<file path="src/rtl/bilinear_image_rotator_assert.svh">
// Assertion macros for the bilinear image rotator.
// Included by modules that assert; no other dependencies.
`ifndef BILINEAR_IMAGE_ROTATOR_ASSERT_SVH
`define BILINEAR_IMAGE_ROTATOR_ASSERT_SVH
`ifndef SYNTHESIS
`define BIR_ASSERT(lbl, clk, rstn, prop, msg) \
  lbl: assert property (@(posedge clk) disable iff (!rstn) prop) else $error(msg);
`define BIR_IMPLY(lbl, clk, rstn, ante, cons, msg) \
  `BIR_ASSERT(lbl, clk, rstn, (ante) |-> (cons), msg)
`else
`define BIR_ASSERT(lbl, clk, rstn, prop, msg)
`define BIR_IMPLY(lbl, clk, rstn, ante, cons, msg)
`endif
`endif

</file>
<file path="src/rtl/bir_pkg.sv">
// Shared types and constants of the bilinear image rotator.
// No dependencies.
`timescale 1ns / 1ps
`default_nettype none
package bir_pkg;
  localparam int FRAC_BITS = 14;
  localparam int NUM_CH    = 4;
  localparam int BANK_AW   = 14;

  typedef enum logic [2:0] {
    REG_WIDTH    = 3'd0,
    REG_HEIGHT   = 3'd1,
    REG_CHANNELS = 3'd2,
    REG_COS      = 3'd3,
    REG_SIN      = 3'd4
  } cfg_reg_e;

  typedef enum logic {
    ACT_LOAD    = 1'b0,
    ACT_COMPUTE = 1'b1
  } action_e;

  typedef struct packed {
    action_e     act;
    logic [7:0]  x;
    logic [7:0]  y;
    logic [31:0] data;
  } item_t;

  typedef struct packed {
    action_e     act;
    logic        inb;
    logic [7:0]  x0;
    logic [7:0]  y0;
    logic [13:0] fx;
    logic [13:0] fy;
    logic [31:0] data;
  } map_t;
endpackage
`default_nettype wire

</file>
<file path="src/rtl/bir_lane.sv">
// One channel lane: horizontal blend, then vertical blend, truncated to a byte.
// Depends on bir_pkg.
`timescale 1ns / 1ps
`default_nettype none
module bir_lane (
  input  wire logic            clk_i,
  input  wire logic            en_i,
  input  wire logic [3:0][7:0] px_i,
  input  wire logic [13:0]     fx_i,
  input  wire logic [13:0]     fy_i,
  output logic [7:0]           pix_o
);
  import bir_pkg::*;

  localparam logic [14:0] One = 15'(1 << FRAC_BITS);

  logic [14:0] wx0, wx1, wy0, wy1;
  logic [22:0] r0_d, r1_d, r0_q, r1_q;
  logic [13:0] fy_q;
  logic [37:0] acc;
  logic [7:0]  pix_q;

  assign wx1  = {1'b0, fx_i};
  assign wx0  = One - wx1;
  assign r0_d = 23'(px_i[0]) * 23'(wx0) + 23'(px_i[1]) * 23'(wx1);
  assign r1_d = 23'(px_i[2]) * 23'(wx0) + 23'(px_i[3]) * 23'(wx1);
  assign wy1  = {1'b0, fy_q};
  assign wy0  = One - wy1;
  assign acc  = 38'(r0_q) * 38'(wy0) + 38'(r1_q) * 38'(wy1);

  always_ff @(posedge clk_i) begin
    if (en_i) begin
      r0_q  <= r0_d;
      r1_q  <= r1_d;
      fy_q  <= fy_i;
      pix_q <= acc[2*FRAC_BITS +: 8];
    end
  end

  assign pix_o = pix_q;
endmodule
`default_nettype wire

</file>
<file path="config.mk">
export PLATFORM = sky130hd
export DESIGN_NAME = bir_lane
export DESIGN_NICKNAME = d
export VERILOG_FILES = /design/src/rtl/bilinear_image_rotator_assert.svh /design/src/rtl/bir_pkg.sv /design/src/rtl/bir_lane.sv
export SDC_FILE = /design/constraint.sdc
export NUM_CORES = 2
export LEC_CHECK = 0
export BUFFER_PORTS_ARGS = -buffer_cell sky130_fd_sc_hd__buf_2
export CAP_MARGIN = 20
export CORE_MARGIN = 3
export CORE_UTILIZATION = 67
export CTS_CLUSTER_SIZE = 20
export DETAILED_ROUTE_END_ITERATION = 16
export GPL_ROUTABILITY_DRIVEN = 1
export PLACE_DENSITY_LB_ADDON = 0.05
export SLEW_MARGIN = 25
export SYNTH_ARGS = -nofsm -noshare
export SYNTH_HDL_FRONTEND = slang
export SYNTH_SLANG_ARGS = --single-unit
export TNS_END_PERCENT = 100
</file>
<file path="constraint.sdc">
create_clock -name clk_i -period 11.6 [get_ports clk_i]
set_clock_uncertainty 0.05 [all_clocks]
set_input_delay 2.9 -clock clk_i [delete_from_list [all_inputs] [get_ports clk_i]]
set_output_delay 2.9 -clock clk_i [all_outputs]
set_load 0.02 [all_outputs]
</file>
Word-level counts from Yosys, hierarchy flattened
Index checks and enable logic that the tools add are counted.

Word-level logic and storage cells: 15. Input port bits: 62. Output and inout port bits: 8. Bits in registers: 68.

Add/sub/neg operators: 5. Multipliers: 6.

Operator list (number): adder 23 x 22 -> 23 bit (2); multiplier 8 x 15 -> 23 bit (2); multiplier 8 x 14 -> 22 bit (2); adder 36 bit (1); multiplier 23 x 14 -> 36 bit (1); multiplier 23 x 15 -> 36 bit (1); subtractor 15 x 14 -> 15 bit (first input constant) (2).

Longest topological paths before layout
Depth in word-level cells: 3. Gate-level depth with buffers: 33. Depth with buffers taken out: 30.

Worst setup path after synthesis
Ideal clock, no wire load.

Path kind: input port to flip-flop. Start point: in fx_i[0]. End point: reg r1_q[22] (data pin). Path slack: 1.970 ns. Library setup time: 0.167 ns. Arrival: 9.413 ns. Stages: 26. Data required time: 11.383 ns. Buffers on the path: 3. Path through: clkbuf_1 -> clkbuf_1 -> inv_1 -> ha_1 -> nand2_1 -> nor3_1 -> xnor2_1 -> clkbuf_1 -> nand2_1 -> fa_1 -> inv_1 -> fa_1 -> inv_1 -> fa_1 -> fa_1 -> fa_1 -> inv_1 -> fa_1 -> ha_1 -> a21o_1 -> a2111oi_0 -> o21ai_0 -> a21oi_1 -> nor3_1 -> o2111a_1 -> a211oi_1.

Longest elaborated chain between the ends: 3. Elaborated cells on any way between the ends: 4. Classes of those cells: 2 x add/sub; 2 x mul.

RTL lines: start: declaration (RTL line bir_lane.sv:9) `input wire logic [13:0] fx_i,`; subtractor 15 x 14 -> 15 bit (RTL line bir_lane.sv:24) `assign wx0 = One - wx1;`; multiplier 8 x 15 -> 23 bit (RTL line bir_lane.sv:26) `assign r1_d = 23'(px_i[2]) * 23'(wx0) + 23'(px_i[3]) * 23'(wx1);`; adder 23 x 22 -> 23 bit * (RTL line bir_lane.sv:26); via r1_d[22] (RTL line bir_lane.sv:18) `logic [22:0] r0_d, r1_d, r0_q, r1_q;`; end signal: assignment (RTL line bir_lane.sv:34) `r1_q <= r1_d;`; end: declaration (RTL line bir_lane.sv:18).

Mark *: on every way through the listed nets, which the timed path passes. The rest lies on a longest branch. A chain may end at the register's enable or synchronous reset.

Final worst setup path
Start point: in fx_i[0]. End point: reg r0_q[21] (data pin).

Longest elaborated chain between the ends: 3. Elaborated cells on any way between the ends: 4. Classes of those cells: 2 x add/sub; 2 x mul.

RTL lines: subtractor 15 x 14 -> 15 bit (RTL line bir_lane.sv:24); multiplier 8 x 15 -> 23 bit (RTL line bir_lane.sv:25) `assign r0_d = 23'(px_i[0]) * 23'(wx0) + 23'(px_i[1]) * 23'(wx1);`; adder 23 x 22 -> 23 bit * (RTL line bir_lane.sv:25); via r0_d[21] (RTL line bir_lane.sv:18); end signal: assignment (RTL line bir_lane.sv:33) `r0_q <= r0_d;`; end: declaration (RTL line bir_lane.sv:18).

Marked as above.

==> key figures <==
Status
  – Result of the run: completed

Timing
  – Share of the clock period used by the worst path: 0.859
  – Setup repair after global routing missed its margin: no
  – Setup TNS Final: 0 ps
  – Count of endpoints failing setup in the final report: 0
  – Fmax achieved: 100 MHz
  – Count of final hold-check violations: 0
  – Post-layout min period: 9970 ps
  – Max-slew violation count: 0
  – Least-Margin Pin Slew: 1070 ps
  – Worst rel slew slack: 0.282

Layout
  – Most frequent standard cell in the layout excluding fill and tap cells: sky130_fd_sc_hd__inv_1
  – Area taken by multi-input logic gates: 31100 µm²
  – Area growth from synthesis to layout: 3.27%
  – Number of fill cells: 4506
  – Fraction of final layout cells with drive strength greater than 1: 0.0345
  – Antenna diode count: 0
  – Top library cells by usage in the layout, fill and taps aside: sky130_fd_sc_hd__inv_1, sky130_fd_sc_hd__fa_1, sky130_fd_sc_hd__nand2_1, sky130_fd_sc_hd__and2_1, sky130_fd_sc_hd__ha_1
  – Area of all sequential standard cells: 2040 µm²
  – Final net count: 5384

Detailed routing
  – Number of search-and-repair iterations in the first detailed-routing pass: 5
  – DR vias: 27000
  – DRT Wirelength: 93.9 mm
  – Mean routed wirelength per cell: 19.5 µm
  – Routed vias/inst: 5.63
  – Number of DRC violations after detailed routing: 0
  – Remaining number of nets flagged by the antenna check after routing: 0
  – Iter 0 DRT Violations: 1629

Critical path
  – Top delay family on crit path: adder cells
  – Element type at the critical path end: flop
  – CP Data Required Time: 11660 ps
  – Crit-path max cell delay: 730 ps
  – Reg2Reg Depth: 29
  – Setup Crit Path Kind: in2reg
  – Standard cell with the maximum stage delay on the critical path: sky130_fd_sc_hd__xnor2_1
  – Stages on worst setup path: 25
  – Maximum fanout along the worst path: 36
  – Internal reg-to-reg setup slack: 2140 ps
  – Critical register-to-register path startpoint: fy_q[3]
  – Arrival time reported for the critical path endpoint: 10030 ps
  – Critical path buffer and inverter count: 6
  – Type of origin of the critical path: input pin
  – Worst r2r dst: pix_o[5]
  – Setup crit start: fx_i[0]
  – Cell repeated most along the worst path: sky130_fd_sc_hd__fa_1

Run
  – MaxCap Viol Count: 0

Die
  – Ports: 70
  – Die extent in y: 244 µm
  – Total number of placement rows: 86
  – Initial Utilization: 0.682
  – Die width: 244 µm
  – Die footprint: 59300 µm²
  – Core area: 55400 µm²

Clocking
  – Clock-pin slew reported for the worst setup and hold paths after clock tree synthesis: 70 ps
  – Max clock buf depth: 2
  – Number of setup buffers added after CTS: 0
  – Number of buffers inserted by hold repair at cts: 0
  – TritonCTS clock tree: yes
  – Number of clock buffers inserted by TritonCTS: 9
  – Skew-Pair Late Insertion Delay: 370 ps
  – Sinks on the clock net: 68
  – H-Tree Depth: 3
  – Count of cells resized by post-cts repair: 0
  – Clk Tree Root Cell: sky130_fd_sc_hd__clkbuf_16

Placed design
  – Hpwl dp: 78.0 mm
  – Buffers added on ports: 69
  – GP Congestion: 0.931

Global route
  – Initial antenna violation count: 1
  – Global-route wire length before repair: 156 mm
  – Leftover overflow at the end of global routing: 0
  – GR Util All Layers: 0.338
  – Largest net degree at the start of global routing: 59
  – Number of global-route vias before repair: 29600

Yosys
  – Library cell occupying the most area in the post-synthesis netlist: sky130_fd_sc_hd__fa_1
  – Count of flip-flops with a built-in enable after synthesis: 68
  – Avg Cell Area, Syn: 9.17 µm²
  – Yosys reg bits: 68
  – Number of warnings reported in the yosys synthesis log: 0
  – Instance count of the mapped netlist: 4124
  – Distinct cell type count after synthesis: 59
  – Sequential element share of the synthesized area: 0.0540
  – Dominant cells by area after synthesis: sky130_fd_sc_hd__fa_1, sky130_fd_sc_hd__inv_1, sky130_fd_sc_hd__ha_1
  – Post-synthesis cell area: 37800 µm²
  – Main synth FF type: sky130_fd_sc_hd__edfxtp_1
  – Synth top area share: 0.506
  – Proportion of synthesized flip-flops having asynchronous set or reset: 0
  – Syn nets: 5455

Min path
  – Worst min-delay path endpoint: pix_o[7]
  – Depth of the worst hold-timing path: 3
  – Start point of the worst min-delay path: r0_q[22]
  – Min-Delay Path Class: reg2reg
## kinds of logic after synthesis
family,Yosys count,share of synthesized area
muxes,1,0.000298
buffers and inverters,1243,0.124
AOI/OAI and AO/OA,167,0.0286
DFF,68,0.0540
xor gates and xnor gates,77,0.0178
adders and majority gates,1269,0.610
and+or+nand+nor,1299,0.166
## cell usage after synthesis (8+ instances only)
cell and n:
sky130_fd_sc_hd__a21o_1 24, sky130_fd_sc_hd__a21oi_1 42, sky130_fd_sc_hd__and2_1 459, sky130_fd_sc_hd__clkbuf_1 183, sky130_fd_sc_hd__edfxtp_1 68, sky130_fd_sc_hd__fa_1 956, sky130_fd_sc_hd__ha_1 313, sky130_fd_sc_hd__inv_1 1049
sky130_fd_sc_hd__nand2_1 705, sky130_fd_sc_hd__nand3_1 13, sky130_fd_sc_hd__nand4_1 12, sky130_fd_sc_hd__nor2_1 37, sky130_fd_sc_hd__nor3_1 25, sky130_fd_sc_hd__nor4_1 10, sky130_fd_sc_hd__o21a_1 10, sky130_fd_sc_hd__o21ai_0 39
sky130_fd_sc_hd__o21bai_1 8, sky130_fd_sc_hd__xnor2_1 57, sky130_fd_sc_hd__xor2_1 20
## layout make-up
type                    count  area share
multi-input cells        2813       0.797
flip-flops and latches     68      0.0523
well taps                 748      0.0240
clock buffers               9     0.00577
inverters                1049       0.101
clock inverters             7     0.00253
repair buffers            112      0.0173
## sequential cells by signal, indices dropped and copies added, names as in the netlist
| name | cells |
|---|---|
| r0_q | 23 |
| pix_o | 8 |
| fy_q | 14 |
| r1_q | 23 |
## worst max-delay path by stage
stage / endpoint / slack [ps]
after global routing: r0_q[21] / 1160
after CTS: r0_q[21] / 1690
after global placement: r0_q[16] / 1140
final: r0_q[21] / 1630
after floorplan: r1_q[22] / 1970
after detailed placement: r0_q[21] / 1300
## layer usage
layer  wire length, µm  share of wire  track usage  vias to the layer above
met3              6730          0.072       0.0447                      306
met1             34600           0.37        0.423                    13800
met4              6310          0.067        0.187                        0
met2             46300           0.49        0.573                     1187
li1                  -              -            -                    11800
met5                 0              0            0                        -
## tightest hold or removal path: stages (launching register included)
cell,delay [ps]
sky130_fd_sc_hd__edfxtp_1,690
sky130_fd_sc_hd__nand2_1,180
sky130_fd_sc_hd__xnor2_1,120
sky130_fd_sc_hd__xnor2_1,160
## through the flow
step	instances	util	hold WS [ps]	setup WS, ps	cell area, µm²
after floorplan	4124	-	718	1970	37800
after global placement	4789	0.698	1150	1140	38700
after detailed placement	4790	0.699	1150	1300	38700
after CTS	4806	0.704	1160	1690	39000
after global routing	4806	0.704	1220	1160	39000
final	4806	0.704	1190	1630	39000
Power is left out: the tool's default activity adds up to more than one toggle a clock period on the data nets, which glitch-free logic cannot reach.
