[config.mk]
export PLATFORM = sky130hd
export DESIGN_NAME = bir_mapper
export DESIGN_NICKNAME = d
export VERILOG_FILES = /design/src/rtl/bilinear_image_rotator_assert.svh /design/src/rtl/bir_pkg.sv /design/src/rtl/bir_mapper.sv
export SDC_FILE = /design/constraint.sdc
export NUM_CORES = 2
export LEC_CHECK = 0
export ABC_AREA = 1
export BUFFER_PORTS_ARGS = -buffer_cell sky130_fd_sc_hd__buf_4
export CAP_MARGIN = 20
export CORE_ASPECT_RATIO = 0.5
export CORE_MARGIN = 2
export CORE_UTILIZATION = 55
export DETAILED_ROUTE_END_ITERATION = 8
export PLACE_DENSITY = 0.71
export SYNTH_ARGS = -nofsm -noshare
export SYNTH_HDL_FRONTEND = slang
export SYNTH_SLANG_ARGS = --single-unit
[constraint.sdc]
create_clock -name clk_i -period 5.4 [get_ports clk_i]
set_input_delay 0.54 -clock clk_i [delete_from_list [all_inputs] [get_ports clk_i]]
set_output_delay 0.54 -clock clk_i [all_outputs]
set_load 0.05 [all_outputs]
[src/rtl/bilinear_image_rotator_assert.svh]
// Assertion macros for the bilinear image rotator.
// Included by modules that assert; no other dependencies.
`ifndef BILINEAR_IMAGE_ROTATOR_ASSERT_SVH
`define BILINEAR_IMAGE_ROTATOR_ASSERT_SVH
`ifndef SYNTHESIS
`define BIR_ASSERT(lbl, clk, rstn, prop, msg) \
  lbl: assert property (@(posedge clk) disable iff (!rstn) prop) else $error(msg);
`define BIR_IMPLY(lbl, clk, rstn, ante, cons, msg) \
  `BIR_ASSERT(lbl, clk, rstn, (ante) |-> (cons), msg)
`else
`define BIR_ASSERT(lbl, clk, rstn, prop, msg)
`define BIR_IMPLY(lbl, clk, rstn, ante, cons, msg)
`endif
`endif

[src/rtl/bir_pkg.sv]
// Shared types and constants of the bilinear image rotator.
// No dependencies.
`timescale 1ns / 1ps
`default_nettype none
package bir_pkg;
  localparam int FRAC_BITS = 14;
  localparam int NUM_CH    = 4;
  localparam int BANK_AW   = 14;

  typedef enum logic [2:0] {
    REG_WIDTH    = 3'd0,
    REG_HEIGHT   = 3'd1,
    REG_CHANNELS = 3'd2,
    REG_COS      = 3'd3,
    REG_SIN      = 3'd4
  } cfg_reg_e;

  typedef enum logic {
    ACT_LOAD    = 1'b0,
    ACT_COMPUTE = 1'b1
  } action_e;

  typedef struct packed {
    action_e     act;
    logic [7:0]  x;
    logic [7:0]  y;
    logic [31:0] data;
  } item_t;

  typedef struct packed {
    action_e     act;
    logic        inb;
    logic [7:0]  x0;
    logic [7:0]  y0;
    logic [13:0] fx;
    logic [13:0] fy;
    logic [31:0] data;
  } map_t;
endpackage
`default_nettype wire

[src/rtl/bir_mapper.sv]
// Inverse coordinate mapper: three stages from pixel to source floor/fraction.
// Depends on bir_pkg.
`timescale 1ns / 1ps
`default_nettype none
module bir_mapper (
  input  wire logic                clk_i,
  input  wire logic                en_i,
  input  wire bir_pkg::item_t      item_i,
  input  wire logic [8:0]          width_i,
  input  wire logic [8:0]          height_i,
  input  wire logic signed [15:0]  cos_i,
  input  wire logic signed [15:0]  sin_i,
  output bir_pkg::map_t            map_o
);
  import bir_pkg::*;

  item_t              item1_q, item2_q;
  logic signed [10:0] d2x_d, d2y_d, d2x_q, d2y_q;
  logic signed [26:0] pcx_q, psy_q, pcy_q, psx_q;
  logic signed [27:0] sum_x, sum_y;
  logic signed [28:0] sx, sy;
  logic signed [14:0] x0f, y0f;
  logic               inb;
  map_t               map_d, map_q;

  assign d2x_d = $signed({2'b00, item_i.x, 1'b0}) - $signed({2'b00, width_i});
  assign d2y_d = $signed({2'b00, item_i.y, 1'b0}) - $signed({2'b00, height_i});

  always_ff @(posedge clk_i) begin
    if (en_i) begin
      item1_q <= item_i;
      d2x_q   <= d2x_d;
      d2y_q   <= d2y_d;
      item2_q <= item1_q;
      pcx_q   <= cos_i * d2x_q;
      psy_q   <= sin_i * d2y_q;
      pcy_q   <= cos_i * d2y_q;
      psx_q   <= sin_i * d2x_q;
      map_q   <= map_d;
    end
  end

  always_comb begin
    sum_x = 28'(pcx_q) + 28'(psy_q);
    sum_y = 28'(pcy_q) - 28'(psx_q);
    sx    = 29'(sum_x >>> 1) + $signed({7'b0, width_i, 13'b0});
    sy    = 29'(sum_y >>> 1) + $signed({7'b0, height_i, 13'b0});
    x0f   = sx[28:14];
    y0f   = sy[28:14];
    inb   = !x0f[14] && !y0f[14] &&
            ((x0f + 15'sd1) < $signed({6'b0, width_i})) &&
            ((y0f + 15'sd1) < $signed({6'b0, height_i}));
    map_d.act  = item2_q.act;
    map_d.inb  = inb;
    map_d.x0   = (item2_q.act == ACT_LOAD) ? item2_q.x : x0f[7:0];
    map_d.y0   = (item2_q.act == ACT_LOAD) ? item2_q.y : y0f[7:0];
    map_d.fx   = sx[13:0];
    map_d.fy   = sy[13:0];
    map_d.data = item2_q.data;
  end

  assign map_o = map_q;
endmodule
`default_nettype wire

# ---- Word level (Yosys, flattened, before mapping)
# Index checks and enable logic that the tools add are counted.
dict set report op_classes {
  order_cmp 2
  multipliers 4
  n_addsub 8
  n_reduce_logical 5
  mux 2
}
# operator n
set op_table {}
lappend op_table {{16-bit by 10-bit multiplier with 26-bit output} 4}
lappend op_table {{27-bit by 23-bit adder with 28-bit output} 2}
lappend op_table {{14-bit by 2-bit adder with 15-bit output (second input constant)} 2}
lappend op_table {{15-bit by 10-bit less-than comparator with 1-bit output} 2}
lappend op_table {{27-bit by 27-bit adder with 28-bit output} 1}
lappend op_table {{27-bit by 27-bit subtractor with 28-bit output} 1}
lappend op_table {{9-bit by 9-bit subtractor with 10-bit output} 2}
lappend op_table {{8-bit two-way mux} 2}
lappend op_table {{1-bit logical AND} 3}
lappend op_table {{1-bit zero test} 2}
dict set report word_totals {
  in_bits 101
  word_cells 42
  register_bits 304
  out_inout_bits 78
}

# ---- Logic depth before layout (Yosys ltp)
dict set report depth {
  ltp_word 6
  mapped_depth 33
  mapped_depth_nobuf 33
}

# ---- Worst setup path before layout
# OpenSTA, ideal clock, no wires.
dict set report synth_timing {
  path_kind {in2reg}
  from {input sin_i[8]}
  to {register psx_q[24], data pin}
  required_time_ns 5.138
  path_slack_ns -0.214
  setup_time_ns 0.262
  path_stages 23
  arrival_ns 5.352
  path_cell_list {clkbuf_1 > buf_1 > nand2_1 > fa_1 > fa_1 > inv_1 > fa_1 > inv_1 > fa_1 > inv_1 > fa_1 > ha_1 > a21oi_1 > nor2_1 > o21ai_0 > nand2_1 > a21oi_1 > inv_1 > a21oi_1 > o21ai_1 > a21oi_1 > o21bai_1 > xor2_1}
}
dict set report synth_between {
  elab_chain_len 1
}
# element line
set synth_rtl {}
lappend synth_rtl {{start, declared} bir_mapper.sv:12} ;# input wire logic signed [15:0] sin_i,
lappend synth_rtl {{16-bit by 10-bit multiplier with 26-bit output} bir_mapper.sv:38} ;# psx_q <= sin_i * d2x_q;
lappend synth_rtl {{end signal, assigned} bir_mapper.sv:38}
lappend synth_rtl {{end, declared} bir_mapper.sv:19} ;# logic signed [26:0] pcx_q, psy_q, pcy_q, psx_q;
# Every way passes these cells.
# A chain may end at the register's enable or synchronous reset.

# ---- Worst setup path after layout
dict set report layout_timing {
  from {register d2y_q[6]}
  to {register pcy_q[25], data pin}
}
dict set report layout_between {
  elab_chain_len 1
}
# element line
set layout_rtl {}
lappend layout_rtl {{start, declared} bir_mapper.sv:18} ;# logic signed [10:0] d2x_d, d2y_d, d2x_q, d2y_q;
lappend layout_rtl {{start signal, assigned} bir_mapper.sv:33} ;# d2y_q <= d2y_d;
lappend layout_rtl {{16-bit by 10-bit multiplier with 26-bit output} bir_mapper.sv:37} ;# pcy_q <= cos_i * d2y_q;
lappend layout_rtl {{end signal, assigned} bir_mapper.sv:37}
lappend layout_rtl {{end, declared} bir_mapper.sv:19}
# Every way passes these cells.

==> flow_metrics.tcl <==
set metrics [dict create \
    drive_gt1_frac 0.206 \
    io_buffer_count 178 \
    yosys_most_used_dff "edfxtp_1" \
    syn_inst 4220 \
    drc 0 \
    antenna_found_initial 10 \
    dieHeight_um 189 \
    worst_slew_pin_slew_ns 1.02 \
    path_clk_slew_ns 0.07 \
    syn_nets 5229 \
    fin_area_mm2 0.0465 \
    clock_skew_ns 0.0471 \
    cts_made_buffers 29 \
    syn_area_mm2 0.0378 \
    syn2layout_area_growth_pct 22.9 \
    die_w_um 375 \
    violations "negative setup slack" \
    grt_overflow 0 \
    holdPathEnd "item1_q[9]" \
    async_flop_share 0 \
    final_max_slew_viol_count 0 \
    finalSetupViolations 10 \
    r2r-start "d2y_q[6]" \
    via_count 29800 \
    dieArea_mm2 0.0710 \
    boundaryPins 179 \
    post-place-cells 5541 \
    seq_area_frac_synth 0.238 \
    drtIter0Drc 2428 \
    wl_um 105000 \
    reg2reg_to "pcy_q[25]" \
    crit_required_ns 5.76 \
    slew_headroom 0.317 \
    tritoncts "built" \
    gp_congestion 1.00 \
    hold_viol 0 \
    post_synth_num_cell_types 44 \
    start_util 0.560 \
    cts_root_buffer "clkbuf_16" \
    fmax_mhz 181 \
    grt_pass1_vias 30000 \
    wl_per_cell_um 18.6 \
    max_cap_violations 0 \
    cts-htree-levels 1 \
    period_share 1.02 \
    first_pass_iters 6 \
    grt_max_degree 130 \
    clk_latency_ns 0.63 \
    worst-setup-path-type "reg -> reg" \
    grt_pass1_wl_um 162000 \
    clock_sinks 300 \
    endpoint_kind "flip-flop" \
    synth_area_per_cell_um2 8.96 \
    worst_r2r_path_depth 21 \
    min_from "item_i[9]" \
    rsz0062_at_grt "true" \
    core_area_mm2 0.0675 \
    synth_edf_count 300 \
    placementRows 67 \
    postRouteAntennaNets 0 \
    ctsHoldBuffers 0 \
    final_cell_count_no_fill 5656 \
    ys_seq_elements 300 \
    path_max_fanout 7 \
    placed_cell_area_mm2 0.0431 \
    hp-class "in -> reg" \
    clk_path_buf_depth 3 \
    period_needed_ns 5.53 \
    start_kind "flip-flop" \
    hold_depth 1 \
    hpwlAfterDp_um 83800 \
    grt_usage 0.294 \
    ff2ff_setup_slack_ns -0.13 \
    avgViaCountPerCell 5.28 \
    layout.nets 5744 \
    status "complete, but fails checks" \
    worstPathArrival_ns 5.89 \
    yosysWarnings 0 \
    setup_ws_ns -0.130 \
    fin_setup_tns_ns -0.591 \
]
[cell families (layout without fill, tap and decap cells)]
family | count (synthesis) | in the layout | share of synthesized area
other | 0 | 4 | 0
and+or+nand+nor | 1365 | 1365 | 0.146
adders and majority gates | 908 | 908 | 0.412
xor gates and xnor gates | 193 | 193 | 0.0451
buffers and inverters | 1138 | 1673 | 0.113
AOI/OAI and AO/OA | 316 | 316 | 0.0461
DFF | 300 | 300 | 0.238
[flip-flops by register name (all words and copies together) (netlist names)]
name	count
pcx_q	26
psy_q	26
map_o	78
pcy_q	26
item2_q	49
item1_q	49
d2x_q	10
psx_q	26
d2y_q	10
[layout make-up]
class / instances / area [um^2]
Fill cell: 5140 / 21000
Clock inverter: 18 / 221
Tap cell: 897 / 1120
Timing Repair Buffer: 612 / 5470
Multi-Input combinational cell: 2782 / 26100
Inverter: 1010 / 3800
Clock buffer: 33 / 741
Antenna cell: 4 / 10.0
Sequential cell: 300 / 9010
[through the flow]
step	worst slack, ns	util	hold slack (ns)
finish	-0.130	0.689	0.124
global route	-0.274	0.689	0.0914
CTS	-0.0393	0.658	0.0835
detailed placement	-0.429	0.639	0.405
global placement	-0.422	0.639	0.401
floorplan	-0.0335	-	0.400
[cells in the mapped netlist, types with 4 or more instances]
cell      count  share of area
a21oi_1     167          0.022
inv_1      1005           0.10
ha_1        346           0.11
nor2_2       11         0.0018
a31oi_1      17         0.0028
o21ai_0      77          0.010
buf_1        22         0.0022
nand2_2      15         0.0025
nand3_2       6         0.0016
fa_1        562           0.30
xnor2_1      81          0.019
a21o_1        8         0.0016
o211ai_1      8         0.0016
o21a_1        4        0.00079
nand3b_1      5        0.00099
nand4_1      28         0.0046
xor2_1      110          0.025
o21ai_1       4        0.00053
nor2_1      119          0.012
nand2_1    1068           0.11
nor3_1       10         0.0013
clkbuf_1    105          0.010
o21bai_1     15         0.0030
inv_2         5        0.00050
nand3_1      84          0.011
nor4_1        6        0.00099
edfxtp_1    300           0.24
[metal layers]
metal  GRT usage  routed length [um]  vias up
met5           0                  26        -
met4      0.0642                2780        4
met3      0.0580               11400      156
met2       0.443               45400     1176
met1       0.440               45500    14700
li1            -                   -    13800
[worst max-delay path, cell delays in order (launching register included)]
cell and delay, ns:
edfxtp_1 0.43, buf_12 0.19, buf_12 0.14, buf_8 0.12
nand2_4 0.05, inv_2 0.03, fa_1 0.50, inv_2 0.04
fa_1 0.48, fa_1 0.54, fa_1 0.57, inv_2 0.04
fa_1 0.51, ha_4 0.35, nand2_4 0.08, nor4_4 0.31
nand4_1 0.18, nand3_2 0.18, nand3_2 0.10, nand2_4 0.10
a31oi_4 0.10, xor2_2 0.21
[worst max-delay path by stage]
stage,start,end,slack (ns)
3_5_place_dp,cos_i[15],pcy_q[25],-0.43
5_1_grt,d2x_q[9],pcx_q[20],-0.27
2_1_floorplan,sin_i[2],psx_q[24],-0.03
6_report,d2y_q[6],pcy_q[25],-0.13
3_3_place_gp,cos_i[15],pcy_q[25],-0.42
4_1_cts,d2y_q[6],pcy_q[25],-0.04
[what timing repair did]
action,in CTS,in global routing
endpoints found under the setup margin,24,54
cloned,0,5
resized for setup,60,337
setup buffers,10,58
pin swaps,19,189
[cell usage in the layout, fill, tap and decap left out, types with 7 or more instances in the layout]
cell | netlist | final
o21ai_0 | 77 | 53
buf_8 | 0 | 13
ha_1 | 346 | 300
buf_4 | 1 | 518
xor2_1 | 110 | 95
o21ai_2 | 1 | 12
a21oi_1 | 167 | 129
a21oi_4 | 0 | 8
xor2_2 | 2 | 12
ha_4 | 0 | 43
nor2_1 | 119 | 109
nand4_1 | 28 | 28
nand3_2 | 6 | 14
fa_2 | 0 | 18
a21oi_2 | 3 | 33
nand2_2 | 15 | 58
xnor2_1 | 81 | 74
nor2_2 | 11 | 20
o21ai_1 | 4 | 17
a31oi_1 | 17 | 13
buf_6 | 0 | 28
nor3_1 | 10 | 7
clkbuf_16 | 0 | 33
edfxtp_1 | 300 | 300
inv_1 | 1005 | 971
o211ai_1 | 8 | 8
nand2_4 | 0 | 17
o21bai_1 | 15 | 11
a21o_1 | 8 | 8
inv_2 | 5 | 36
nand3_1 | 84 | 76
nand2_1 | 1068 | 1008
buf_12 | 0 | 48
fa_1 | 562 | 544
Power is not shown: default switching activity piles up to over one toggle a cycle in this logic, so the estimate is an artifact.
